===== config.mk =====
export PLATFORM = sky130hd
export DESIGN_NAME = two_class_priority_queue
export DESIGN_NICKNAME = d
export VERILOG_FILES = /design/src/design/tcpq_pkg.sv /design/src/design/tcpq_fifo.sv /design/src/design/two_class_priority_queue.sv
export SDC_FILE = /design/constraint.sdc
export NUM_CORES = 1
export LEC_CHECK = 0
export BUFFER_PORTS_ARGS = -buffer_cell sky130_fd_sc_hd__buf_2
export CAP_MARGIN = 5
export CORE_ASPECT_RATIO = 0.9
export CORE_MARGIN = 2
export CORE_UTILIZATION = 54
export CTS_CLUSTER_DIAMETER = 100
export CTS_CLUSTER_SIZE = 12
export DETAILED_ROUTE_END_ITERATION = 6
export GPL_TIMING_DRIVEN = 0
export PLACE_DENSITY = 0.73
export SYNTH_ARGS = -nofsm -noshare
export SYNTH_HDL_FRONTEND = slang
export SYNTH_SLANG_ARGS = --single-unit

===== constraint.sdc =====
create_clock -name clk -period 4.37 [get_ports clk]
set_clock_uncertainty 0.1 [all_clocks]
set_input_delay 0.874 -clock clk [delete_from_list [all_inputs] [get_ports clk]]
set_output_delay 0.874 -clock clk [all_outputs]
set_load 0.01 [all_outputs]

===== src/design/tcpq_pkg.sv =====
// ----------------------------------------------------------------------------
// tcpq_pkg: shared types and constants of the two-class priority queue
// Holds the result status codes, default sizes and the control structs
// passed between the top level and the class FIFOs.
// ----------------------------------------------------------------------------
`default_nettype none

package tcpq_pkg;

  localparam int DATA_W              = 32;
  localparam int STATUS_W            = 2;
  localparam int DEFAULT_CLASS_DEPTH = 16;

  localparam logic signed [DATA_W-1:0] THRESHOLD_RESET = 32'sd59;

  typedef enum logic [STATUS_W-1:0] {
    STATUS_INSERTED = 2'd0,
    STATUS_REMOVED  = 2'd1,
    STATUS_EMPTY    = 2'd2,
    STATUS_FULL     = 2'd3
  } status_t;

  typedef enum logic {
    OP_INSERT = 1'b0,
    OP_REMOVE = 1'b1
  } op_t;

  // Requests from the top level to one class FIFO.
  typedef struct packed {
    logic push;
    logic pop;
  } fifo_ctrl_t;

  // Occupancy flags reported by one class FIFO.
  typedef struct packed {
    logic empty;
    logic full;
  } fifo_flags_t;

endpackage : tcpq_pkg

`default_nettype wire


===== src/design/tcpq_fifo.sv =====
// ----------------------------------------------------------------------------
// tcpq_fifo: circular FIFO for one priority class
// Keeps a head pointer and fill count, stores entries in a memory and holds
// the oldest entry in a front register so a pop needs no memory read.
// ----------------------------------------------------------------------------
`default_nettype none

module tcpq_fifo #(
  parameter int DEPTH  = tcpq_pkg::DEFAULT_CLASS_DEPTH,
  parameter int FILL_W = $clog2(DEPTH + 1)
) (
  input  wire logic                           clk,
  input  wire logic                           rst,
  input  wire tcpq_pkg::fifo_ctrl_t           ctrl,
  input  wire logic [tcpq_pkg::DATA_W-1:0]    wr_data,
  output tcpq_pkg::fifo_flags_t               flags,
  output logic [FILL_W-1:0]                   fill,
  output logic [tcpq_pkg::DATA_W-1:0]         front
);

  localparam int IDX_W = $clog2(DEPTH);
  localparam int SUM_W = FILL_W + 1;

  logic [tcpq_pkg::DATA_W-1:0] mem [DEPTH];

  logic [IDX_W-1:0]  head;
  logic [IDX_W-1:0]  head_next;
  logic [FILL_W-1:0] fill_next;
  logic [IDX_W-1:0]  tail;
  logic [SUM_W-1:0]  tail_sum;

  assign flags.empty = (fill == '0);
  assign flags.full  = (fill == FILL_W'(DEPTH));

  // Tail is head + fill, wrapped once at the depth.
  always_comb begin
    tail_sum = SUM_W'(head) + SUM_W'(fill);
    if (tail_sum >= SUM_W'(DEPTH)) begin
      tail_sum = tail_sum - SUM_W'(DEPTH);
    end
    tail = tail_sum[IDX_W-1:0];
  end

  always_comb begin
    head_next = head;
    fill_next = fill;
    if (ctrl.pop) begin
      head_next = (head == IDX_W'(DEPTH - 1)) ? '0 : head + 1'b1;
      fill_next = fill - 1'b1;
    end else if (ctrl.push) begin
      fill_next = fill + 1'b1;
    end
  end

  always_ff @(posedge clk) begin
    if (rst) begin
      head <= '0;
      fill <= '0;
    end else begin
      head <= head_next;
      fill <= fill_next;
    end
  end

  always_ff @(posedge clk) begin
    if (ctrl.push) begin
      mem[tail] <= wr_data;
    end
  end

  // Front register tracks the entry at the new head; forward the write data
  // when a push lands in an empty FIFO.
  always_ff @(posedge clk) begin
    if (ctrl.push && (tail == head_next)) begin
      front <= wr_data;
    end else begin
      front <= mem[head_next];
    end
  end

  a_fill_bound: assert property (@(posedge clk) disable iff (rst)
    fill <= FILL_W'(DEPTH))
    else $error("tcpq_fifo: fill count beyond depth");

  a_no_push_when_full: assert property (@(posedge clk) disable iff (rst)
    ctrl.push |-> !flags.full)
    else $error("tcpq_fifo: push into a full FIFO");

endmodule : tcpq_fifo

`default_nettype wire


===== src/design/two_class_priority_queue.sv =====
// ----------------------------------------------------------------------------
// two_class_priority_queue: strict priority queue with two classes
// Insert and remove transactions on signed 32-bit values, served from a
// priority FIFO and a normal FIFO chosen by a programmable threshold.
// ----------------------------------------------------------------------------
// Each input transaction is either an insert (op 0) or a remove (op 1) and
// yields exactly one result transaction. An inserted value strictly greater
// than priority_threshold (signed, reset 59, written through cfg_wr_en and
// cfg_wr_data) joins the priority class; any other value, including one equal
// to the threshold, joins the normal class. A remove returns the oldest
// priority entry, or the oldest normal entry when the priority class is empty.
// Status is 0 inserted, 1 removed, 2 both classes empty on remove, 3 class
// full on insert (the value is dropped). removed_value is zero unless an
// entry was removed, and total_count gives the entries held in both classes
// after the transaction. The block accepts one transaction per clock cycle
// while in_stall is low. A transaction passes through the input register,
// where the FIFO pointers, fill counts and front registers update, and
// then through the result register. Each class memory has one write and one
// registered read per cycle, with the read always aimed at the next head, so
// a remove never waits on memory. Back-pressure on the result side holds the
// input register and raises in_stall.
// ----------------------------------------------------------------------------
`default_nettype none

module two_class_priority_queue #(
  parameter int CLASS_DEPTH = tcpq_pkg::DEFAULT_CLASS_DEPTH,
  parameter int COUNT_W     = $clog2(2 * CLASS_DEPTH + 1)
) (
  input  wire logic                                clk,
  input  wire logic                                rst,
  // configuration
  input  wire logic                                cfg_wr_en,
  input  wire logic signed [tcpq_pkg::DATA_W-1:0]  cfg_wr_data,
  // request channel
  input  wire logic                                in_valid,
  output logic                                     in_stall,
  input  wire logic                                op,
  input  wire logic signed [tcpq_pkg::DATA_W-1:0]  value,
  // result channel
  output logic                                     out_valid,
  input  wire logic                                out_stall,
  output logic [tcpq_pkg::STATUS_W-1:0]            status,
  output logic signed [tcpq_pkg::DATA_W-1:0]       removed_value,
  output logic [COUNT_W-1:0]                       total_count
);

  localparam int FILL_W = $clog2(CLASS_DEPTH + 1);

  // Threshold register
  logic signed [tcpq_pkg::DATA_W-1:0] threshold;

  // Input register
  logic                               req_valid;
  tcpq_pkg::op_t                      req_op;
  logic signed [tcpq_pkg::DATA_W-1:0] req_value;

  logic accept;
  logic advance;

  // FIFO interfaces
  tcpq_pkg::fifo_ctrl_t        prio_ctrl;
  tcpq_pkg::fifo_ctrl_t        norm_ctrl;
  tcpq_pkg::fifo_flags_t       prio_flags;
  tcpq_pkg::fifo_flags_t       norm_flags;
  logic [FILL_W-1:0]           prio_fill;
  logic [FILL_W-1:0]           norm_fill;
  logic [tcpq_pkg::DATA_W-1:0] prio_front;
  logic [tcpq_pkg::DATA_W-1:0] norm_front;

  // Result of the transaction in the input register
  tcpq_pkg::status_t                  status_next;
  logic signed [tcpq_pkg::DATA_W-1:0] removed_next;
  logic [COUNT_W-1:0]                 count_next;
  logic                               to_prio;

  // Process the held request whenever the result register is free or drains
  // this cycle; hold the input register otherwise.
  assign advance  = req_valid && (!out_valid || !out_stall);
  assign in_stall = req_valid && !advance;
  assign accept   = in_valid && !in_stall;

  always_ff @(posedge clk) begin
    if (rst) begin
      threshold <= tcpq_pkg::THRESHOLD_RESET;
    end else if (cfg_wr_en) begin
      threshold <= cfg_wr_data;
    end
  end

  always_ff @(posedge clk) begin
    if (rst) begin
      req_valid <= 1'b0;
    end else if (accept) begin
      req_valid <= 1'b1;
    end else if (advance) begin
      req_valid <= 1'b0;
    end
  end

  always_ff @(posedge clk) begin
    if (accept) begin
      req_op    <= tcpq_pkg::op_t'(op);
      req_value <= value;
    end
  end

  // Classify, pick the FIFO to touch and build the result.
  always_comb begin
    to_prio      = (req_value > threshold);
    prio_ctrl    = '0;
    norm_ctrl    = '0;
    removed_next = '0;
    status_next  = tcpq_pkg::STATUS_EMPTY;
    count_next   = COUNT_W'(prio_fill) + COUNT_W'(norm_fill);
    case (req_op)
      tcpq_pkg::OP_INSERT: begin
        if ((to_prio && prio_flags.full) || (!to_prio && norm_flags.full)) begin
          // drop the value, report a full class
          status_next = tcpq_pkg::STATUS_FULL;
        end else begin
          prio_ctrl.push = advance && to_prio;
          norm_ctrl.push = advance && !to_prio;
          status_next    = tcpq_pkg::STATUS_INSERTED;
          count_next     = count_next + 1'b1;
        end
      end
      tcpq_pkg::OP_REMOVE: begin
        if (!prio_flags.empty) begin
          prio_ctrl.pop = advance;
          removed_next  = prio_front;
          status_next   = tcpq_pkg::STATUS_REMOVED;
          count_next    = count_next - 1'b1;
        end else if (!norm_flags.empty) begin
          norm_ctrl.pop = advance;
          removed_next  = norm_front;
          status_next   = tcpq_pkg::STATUS_REMOVED;
          count_next    = count_next - 1'b1;
        end else begin
          status_next = tcpq_pkg::STATUS_EMPTY;
        end
      end
      default: begin
        status_next = tcpq_pkg::STATUS_EMPTY;
      end
    endcase
  end

  tcpq_fifo #(
    .DEPTH  (CLASS_DEPTH),
    .FILL_W (FILL_W)
  ) u_prio_fifo (
    .clk     (clk),
    .rst     (rst),
    .ctrl    (prio_ctrl),
    .wr_data (req_value),
    .flags   (prio_flags),
    .fill    (prio_fill),
    .front   (prio_front)
  );

  tcpq_fifo #(
    .DEPTH  (CLASS_DEPTH),
    .FILL_W (FILL_W)
  ) u_norm_fifo (
    .clk     (clk),
    .rst     (rst),
    .ctrl    (norm_ctrl),
    .wr_data (req_value),
    .flags   (norm_flags),
    .fill    (norm_fill),
    .front   (norm_front)
  );

  // Result register: load on advance, drop once the consumer takes it.
  always_ff @(posedge clk) begin
    if (rst) begin
      out_valid <= 1'b0;
    end else if (advance) begin
      out_valid <= 1'b1;
    end else if (!out_stall) begin
      out_valid <= 1'b0;
    end
  end

  always_ff @(posedge clk) begin
    if (advance) begin
      status        <= status_next;
      removed_value <= removed_next;
      total_count   <= count_next;
    end
  end

  a_strict_priority: assert property (@(posedge clk) disable iff (rst)
    norm_ctrl.pop |-> prio_flags.empty)
    else $error("two_class_priority_queue: normal entry left before a priority one");

  a_empty_means_zero: assert property (@(posedge clk) disable iff (rst)
    (out_valid && (status == tcpq_pkg::STATUS_EMPTY)) |-> (total_count == '0))
    else $error("two_class_priority_queue: empty status with entries held");

  a_zero_unless_removed: assert property (@(posedge clk) disable iff (rst)
    (out_valid && (status != tcpq_pkg::STATUS_REMOVED)) |-> (removed_value == '0))
    else $error("two_class_priority_queue: removed value set without a remove");

  a_one_fifo_touched: assert property (@(posedge clk) disable iff (rst)
    $countones({prio_ctrl.push, prio_ctrl.pop, norm_ctrl.push, norm_ctrl.pop}) <= 1)
    else $error("two_class_priority_queue: more than one FIFO update per transaction");

endmodule : two_class_priority_queue

`default_nettype wire

==> metrics.md, run 1 <==
| Metric | Value |
|---|---|
| Outcome | `finished, final reports clean` |
| CTS tree | `yes` |
| Yosys warns | `0` |
| Num CTS Buffers | `approximately 110` |
| Core area | `just over 0.08 sq mm` |
| Gp weighted congestion | `0.8249` |
| Port bufs | `around 110` |
| Setup_tns | `0 ps` |
| Clk buf depth | `3` |
| Syn Nets | `between 2000 and 2500` |
| First-pass GRT wire length | `around 170000 um` |
| Post-Synthesis Cell Area | `approximately 0.045 sq mm` |
| Final net count | `2665` |
| Reg clk slew, reported paths | `roughly 60 ps` |
| Critical Path Start Type | `flip-flop` |
| Vias post-DR | `roughly 24000` |
| # IOs | `between 100 and 150` |
| Final ANT Viol Nets | `0` |
| Cell Int Power | `~17000 uW` |
| Die area | `around 0.086 sq mm` |
| Critical Path AT | `4420 ps` |
| Post-synth ARST share | `0` |
| Hold-fix buffers, CTS | `0` |
| Syn_area_per_cell | `between 20 and 25 sq um` |
| Max frequency | `between 200 and 250 MHz` |
| Top cell type's share of synthesized area | `0.7264` |
| Synth cell types | `65` |
| Seq cells post-synth | `between 1000 and 1500` |
| Row cnt | `100` |
| Minimum clock period | `around 4200 ps` |
| Initial Util | `0.5466` |
| Final hold vios | `0` |
| Num Clock Sinks | `roughly 1200` |
| Via count of the first global-routing pass | `approximately 24000` |
| DRC errors left | `0` |
| Final Cycle Share | `0.9573` |
| Hold Crit Class | `input port to flip-flop` |
| Die Ht | `about 280 um` |
| Register area share after synthesis | `0.7529` |
| Iteration count of the initial detailed-routing pass | `5` |
| Commonest non-fill, non-tap cell in the layout | `edfxtp_1` |
| Synthesized instance count | `2183` |
| Switching share of total power | `0.2104` |
| MaxCap Viol Count | `0` |
| H-tree depth reported by CTS | `3` |
| Worst path required time | `~4600 ps` |
| Largest net degree at the start of global routing | `34` |
| Clock Latency Late Sink | `roughly 670 ps` |
| Sw power | `approximately 4600 uW` |
| Synth area leader | `edfxtp_1` |
| Largest fanout on the critical path | `24` |
| GRT overflow | `0` |
| Initial antenna violation count | `3` |
| Synth-to-layout area growth | `15.72%` |
| Gate power share | `0.049` |
| RSZ-0062 raised after global routing | `false` |
| Final Max Slew Viols | `0` |
| Final Setup Violations | `0` |
| GRT Util Overall | `0.2712` |
| Most frequent cells in the layout | `1097 x edfxtp_1, 288 x mux4_2, 142 x buf_2` |
| Routed length per instance | `roughly 31 um` |
| Hold_ws | `between 200 and 300 ps` |
| Hpwl dp | `slightly below 70000 um` |
| WL final | `around 120000 um` |
| Worst Setup End Kind | `flip-flop` |
| CP Class | `flip-flop to flip-flop` |
| Power per Cell Area | `~410 mW/mm^2` |
| Synth top area cells | `edfxtp_1 73%, mux4_2 14%, dfxtp_1 2.6%` |
| Chip width | `between 300 and 400 um` |
| Power share of the clock group | `0.385` |
| Worst slew pin tran | `1017 ps` |
| CTS root buffer | `clkbuf_16` |
| Vias per cell | `about 6.4` |
| Share of cells above drive strength 1 | `0.2822` |
| Flop pwr share | `0.566` |
| LEAKAGE | `between 0.015 and 0.02 uW` |
| Initial DRC count | `between 2000 and 3000` |
| Worst VDD drop | `~0.32 mV` |
| EDFF count, synth | `around 1100` |
| Primary FF master, synth | `edfxtp_1` |
| Slew headroom | `0.3222` |
| Reg2Reg Setup Slack | `between 150 and 200 ps` |
[final timing paths]
kind	start	end	cells after the start
worst max-delay path	req_value[11]	u_prio_fifo.mem[8][2]	10
worst min-delay path	value[0]	req_value[0]	1
worst max register to register	req_value[11]	u_prio_fifo.mem[8][2]	10
worst min register to register	threshold[26]	threshold[26]	2
[state kept, by name (all words and copies together) (netlist names), named ones only]
name	count
u_prio_fifo.mem	512
out_valid	1
u_prio_fifo.head	4
u_norm_fifo.head	4
u_norm_fifo.fill	5
u_prio_fifo.fill	5
req_op	1
removed_value	32
req_value	32
status	2
u_norm_fifo.mem	512
req_valid	1
threshold	32
total_count	6
[routing by layer]
metal  share of wire  up-vias  wire length (um)  global-route usage
met5         0.00058        -                67                   0
met4           0.045        8              5230              0.1052
met3            0.10      220             11780             0.06482
met2            0.47     1401             54120              0.4217
met1            0.38    12381             43880              0.3763
li1                -     9682                 -                   -
[power groups by stage]
stage | combinational, uW | clock, uW | sequential (uW)
floorplan | 464 | 0 | 12600
global placement | 703 | 0 | 12700
detailed placement | 746 | 0 | 12700
CTS | 991 | 8410 | 12300
global route | 1130 | 8830 | 12300
finish | 1060 | 8340 | 12300
[metrics by stage]
step           std cells  utilization  setup slack (ps)  cell area, sq um  power (uW)
2_1_floorplan       2183            -            -111.9             45350       13040
4_1_cts             3695       0.6295             36.39             52220       21720
6_report            3720       0.6326             186.5             52470       21680
5_1_grt             3719       0.6325             94.29             52470       22240
3_5_place_dp        3448       0.5820             -1114             48280       13430
3_3_place_gp        3414       0.5701             -2933             47300       13370
[cells in the mapped netlist (6+ instances only)]
library cell and number:
ha_1 53, nor2_1 109, edfxtp_1 1097, nor2b_1 37
a21oi_1 57, nand2b_1 6, a22oi_1 33, mux4_2 288
a211oi_1 35, a21o_1 8, nand4_1 12, dfxtp_1 60
xnor2_1 15, nand3_1 11, xor2_1 7, and2_1 9
inv_1 48, mux2i_1 66, clkbuf_1 65, buf_2 33
nand2_1 39, nor3_1 7, o21ai_0 16
[logic make-up after synthesis]
group | synth area share
buffers and inverters | 0.01396
AND/OR/NAND/NOR | 0.02676
AO/OA/AOI/OAI | 0.02690
flip-flops | 0.7529
multiplexers | 0.1584
XOR/XNOR | 0.004249
adder cells (fa/ha/maj) | 0.01683
[final cells by class]
cell class                      instances  area [sq um]
Buffer                                105         449.2
Antenna cell                            1         2.502
Clock buffer                          162          2884
Inverter                               49         183.9
Sequential cell                      1157         34140
Timing Repair Buffer                  246          2502
Fill cell                            5415         30480
Tap cell                             1122          1404
Multi-Input combinational cell        872         10830
Clock inverter                          6         78.83
[worst max-delay path, stage by stage, from the launching register on]
cell and delay [ps]:
edfxtp_1 570, ha_1 380, nand4_1 240, nor3_2 440
o21ai_1 290, a31oi_1 360, o21bai_2 210, nor3_1 270
nand2_1 290, nor2_4 400, buf_12 280
[what timing repair did]
item	4_1_cts	5_1_grt
resized for setup	2	1
pin swaps	16	3
endpoints found under the hold margin	0	0
buffers inserted	79	24
setup endpoints to repair	1036	539
Note: power is estimated with default switching activity, not from simulation.
==> inputs of run 2 (changes only) <==
==> constraint.sdc (replaced) <==
create_clock -name clk -period 4.37 [get_ports clk]
set_clock_uncertainty 0.1 [all_clocks]
set_input_delay 0.2185 -clock clk [delete_from_list [all_inputs] [get_ports clk]]
set_output_delay 0.2185 -clock clk [all_outputs]
set_load 0.01 [all_outputs]
==> metrics.md, run 2 (synthesis gave the netlist of run 1 again) <==
| Metric | Value |
|---|---|
| Routed length per instance | `30.66 um (-0.89%)` |
| Iteration count of the initial detailed-routing pass | `5 (unchanged)` |
| Top Registers | `u_norm_fifo.mem: 512 flops, u_prio_fifo.mem: 512 flops` |
| Synth-to-layout area growth | `17.26%` |
| Share of cells above drive strength 1 | `0.2752 (-0.007033)` |
| Final Setup Violations | `0 (unchanged)` |
| Hold Crit Class | `input port to flip-flop` |
| Cell Int Power | `17160 uW (+0.24%)` |
| Slew headroom | `0.3186 (-0.003549)` |
| Switching share of total power | `0.2105 (about the same)` |
| Final Max Slew Viols | `0 (unchanged)` |
| Worst slew pin tran | `1022 ps (+5.323 ps)` |
| Worst path required time | `4620 ps (about the same)` |
| Crit-path cells | `ha_1 > nand4_1 > nor3_2 > o21ai_1 > a31oi_1 > o21bai_2 > nor2_1 > nand3_1 > nor2_4 > buf_12` |
| Vias per cell | `6.316 (-0.83%)` |
| Gp weighted congestion | `0.8249 (unchanged)` |
| Worst Setup End Kind | `flip-flop` |
| Port bufs | `109 (unchanged)` |
| Chip width | `309.5 um (unchanged)` |
| Final ANT Viol Nets | `0 (unchanged)` |
| Initial antenna violation count | `4 (+1)` |
| Area taken by multi-input logic gates | `0.01083 sq mm (unchanged)` |
| Row cnt | `100 (unchanged)` |
| RSZ-0062 raised after global routing | `false` |
| Critical Path AT | `4370 ps (-50 ps)` |
| Final Cycle Share | `0.9447 (-0.01259)` |
| GRT Util Overall | `0.2735 (+0.002235)` |
| Num Clock Sinks | `1157 (unchanged)` |
| Largest net degree at the start of global routing | `34 (unchanged)` |
| Hpwl dp | `69240 um (unchanged)` |
| Commonest non-fill, non-tap cell in the layout | `edfxtp_1` |
| Final net count | `2735 (+2.6%)` |
| Gate power share | `0.051 (+0.002)` |
| Initial Util | `0.5466 (unchanged)` |
| Slowest cell on the critical path | `edfxtp_1` |
| MaxCap Viol Count | `0 (unchanged)` |
| Sw power | `4577 uW (+0.31%)` |
| DRC errors left | `0 (unchanged)` |
| Power per Cell Area | `408.8 mW/mm^2 (-1.1%)` |
| H-tree depth reported by CTS | `3 (unchanged)` |
| Sequential cell area | `0.03414 sq mm (unchanged)` |
| Die Ht | `278.9 um (unchanged)` |
| # IOs | `112 (unchanged)` |
| Layout Cells excl Fill | `3790 (+1.9%)` |
| Worst VDD drop | `0.3206 mV (+0.41%)` |
| Clock Latency Late Sink | `670 ps (about the same)` |
| Cell family with most CP delay | `simple AND/OR/NAND/NOR gates` |
| Largest fanout on the critical path | `17 (-29%)` |
| Critical Path Start Type | `flip-flop` |
| Via count of the first global-routing pass | `24361 (+1.6%)` |
| CTS root buffer | `clkbuf_16` |
| CTS tree | `yes` |
| Core area | `0.08295 sq mm (unchanged)` |
| Setup ws final | `241.5 ps (+55.00 ps)` |
| Initial DRC count | `3061 (+4.3%)` |
| Minimum clock period | `4128 ps (-55.00 ps)` |
| Inst Count DP | `3448 (unchanged)` |
| Tot Pwr | `21740 uW (+0.25%)` |
| Reg clk slew, reported paths | `70 ps (about the same)` |
| Clk buf depth | `3 (unchanged)` |
| Final Cell Area | `0.05317 sq mm (+1.3%)` |
| First-pass GRT wire length | `166600 um (+0.94%)` |
| Filler instances | `5339 (-1.4%)` |
| WL final | `116200 um (+0.98%)` |
| Vias post-DR | `23938 (+1.0%)` |
| Placed Area | `0.04828 sq mm (unchanged)` |
| Outcome | `finished, final reports clean` |
| CP Class | `flip-flop to flip-flop` |
| Bufs and invs on worst path | `1 (unchanged)` |
| Power share of the clock group | `0.384 (about the same)` |
| Num CTS Buffers | `106 (unchanged)` |
| Max frequency | `242.2 MHz (+1.3%)` |
| Most frequent cells in the layout | `1097 x edfxtp_1, 288 x mux4_2, 142 x buf_2` |
| Final hold vios | `0 (unchanged)` |
| GRT overflow | `0 (unchanged)` |
| Flop pwr share | `0.565 (about the same)` |
| Die area | `0.08631 sq mm (unchanged)` |
| LEAKAGE | `0.01703 uW (+1.8%)` |
| Largest stage delay on the critical path | `530 ps (-40 ps)` |
| Pre-CTS WS | `-1114 ps (unchanged)` |
## run 2: cell types whose count changed in the layout (fill, tap and decap cells not counted)
cell           change
buf_4              +1
dlygate4sd3_1     +69
## run 2: worst reg2reg max path, stage by stage (launching register included)
cell	delay, ps
edfxtp_1	530
ha_1	390
nand4_1	250
nor3_2	450
o21ai_1	280
a31oi_1	340
o21bai_2	200
nor2_1	260
nand3_1	420
nor2_4	340
buf_12	220
## run 2: path summary, 6_finish.rpt
check                      from  cells after the start                     to  slack [ps]
setup / recovery  req_value[14]                     10  u_prio_fifo.mem[2][3]         240
hold / removal              rst                      2              out_valid          60
setup reg to reg  req_value[14]                     10  u_prio_fifo.mem[2][3]         240
hold reg to reg   threshold[26]                      2          threshold[26]         400
## run 2: cell type report
type | count | share of cell area
flip-flops and latches | 1157 | 0.6421
multi-input cells | 872 | 0.2036
repair buffers | 316 | 0.06019
clock buffers | 162 | 0.05424
well taps | 1122 | 0.02640
plain buffers | 105 | 0.008448
inverters | 49 | 0.003459
clock inverters | 6 | 0.001482
diodes | 1 | 0.00004706
## run 2: routing by layer
layer / share of wire / vias up / global-route usage / wire length, um
li1: - / 9824 / - / -
met1: 0.38 / 12511 / 0.3816 / 44460
met2: 0.47 / 1370 / 0.4272 / 55020
met3: 0.099 / 225 / 0.05890 / 11540
met4: 0.044 / 8 / 0.1073 / 5114
met5: 0.00058 / - / 0 / 67
## run 2: stage by stage
stage / util / setup TNS (ps) / hold WS (ps)
2_1_floorplan: - / -28650 / 217.4
3_5_place_dp: 0.5820 / -869200 / 296.6
6_report: 0.6410 / 0 / 57.33
4_1_cts: 0.6378 / 0 / 6.944
5_1_grt: 0.6410 / 0 / 20.92
3_3_place_gp: 0.5701 / -2671850 / 297.2
## run 2: what timing repair did
action	CTS	global route
setup endpoints to repair	1036	565
setup buffers	79	25
hold buffers	69	0
pin swaps	16	3
gates resized for setup	2	1
hold endpoints to repair	82	0
## run 2: power by group through the flow
stage / Clock [uW] / Combinational [uW] / Sequential, uW
after floorplan: 0 / 464 / 12600
after global placement: 0 / 703 / 12700
after detailed placement: 0 / 746 / 12700
after CTS: 8410 / 1040 / 12300
after global routing: 8840 / 1180 / 12300
final: 8340 / 1120 / 12300
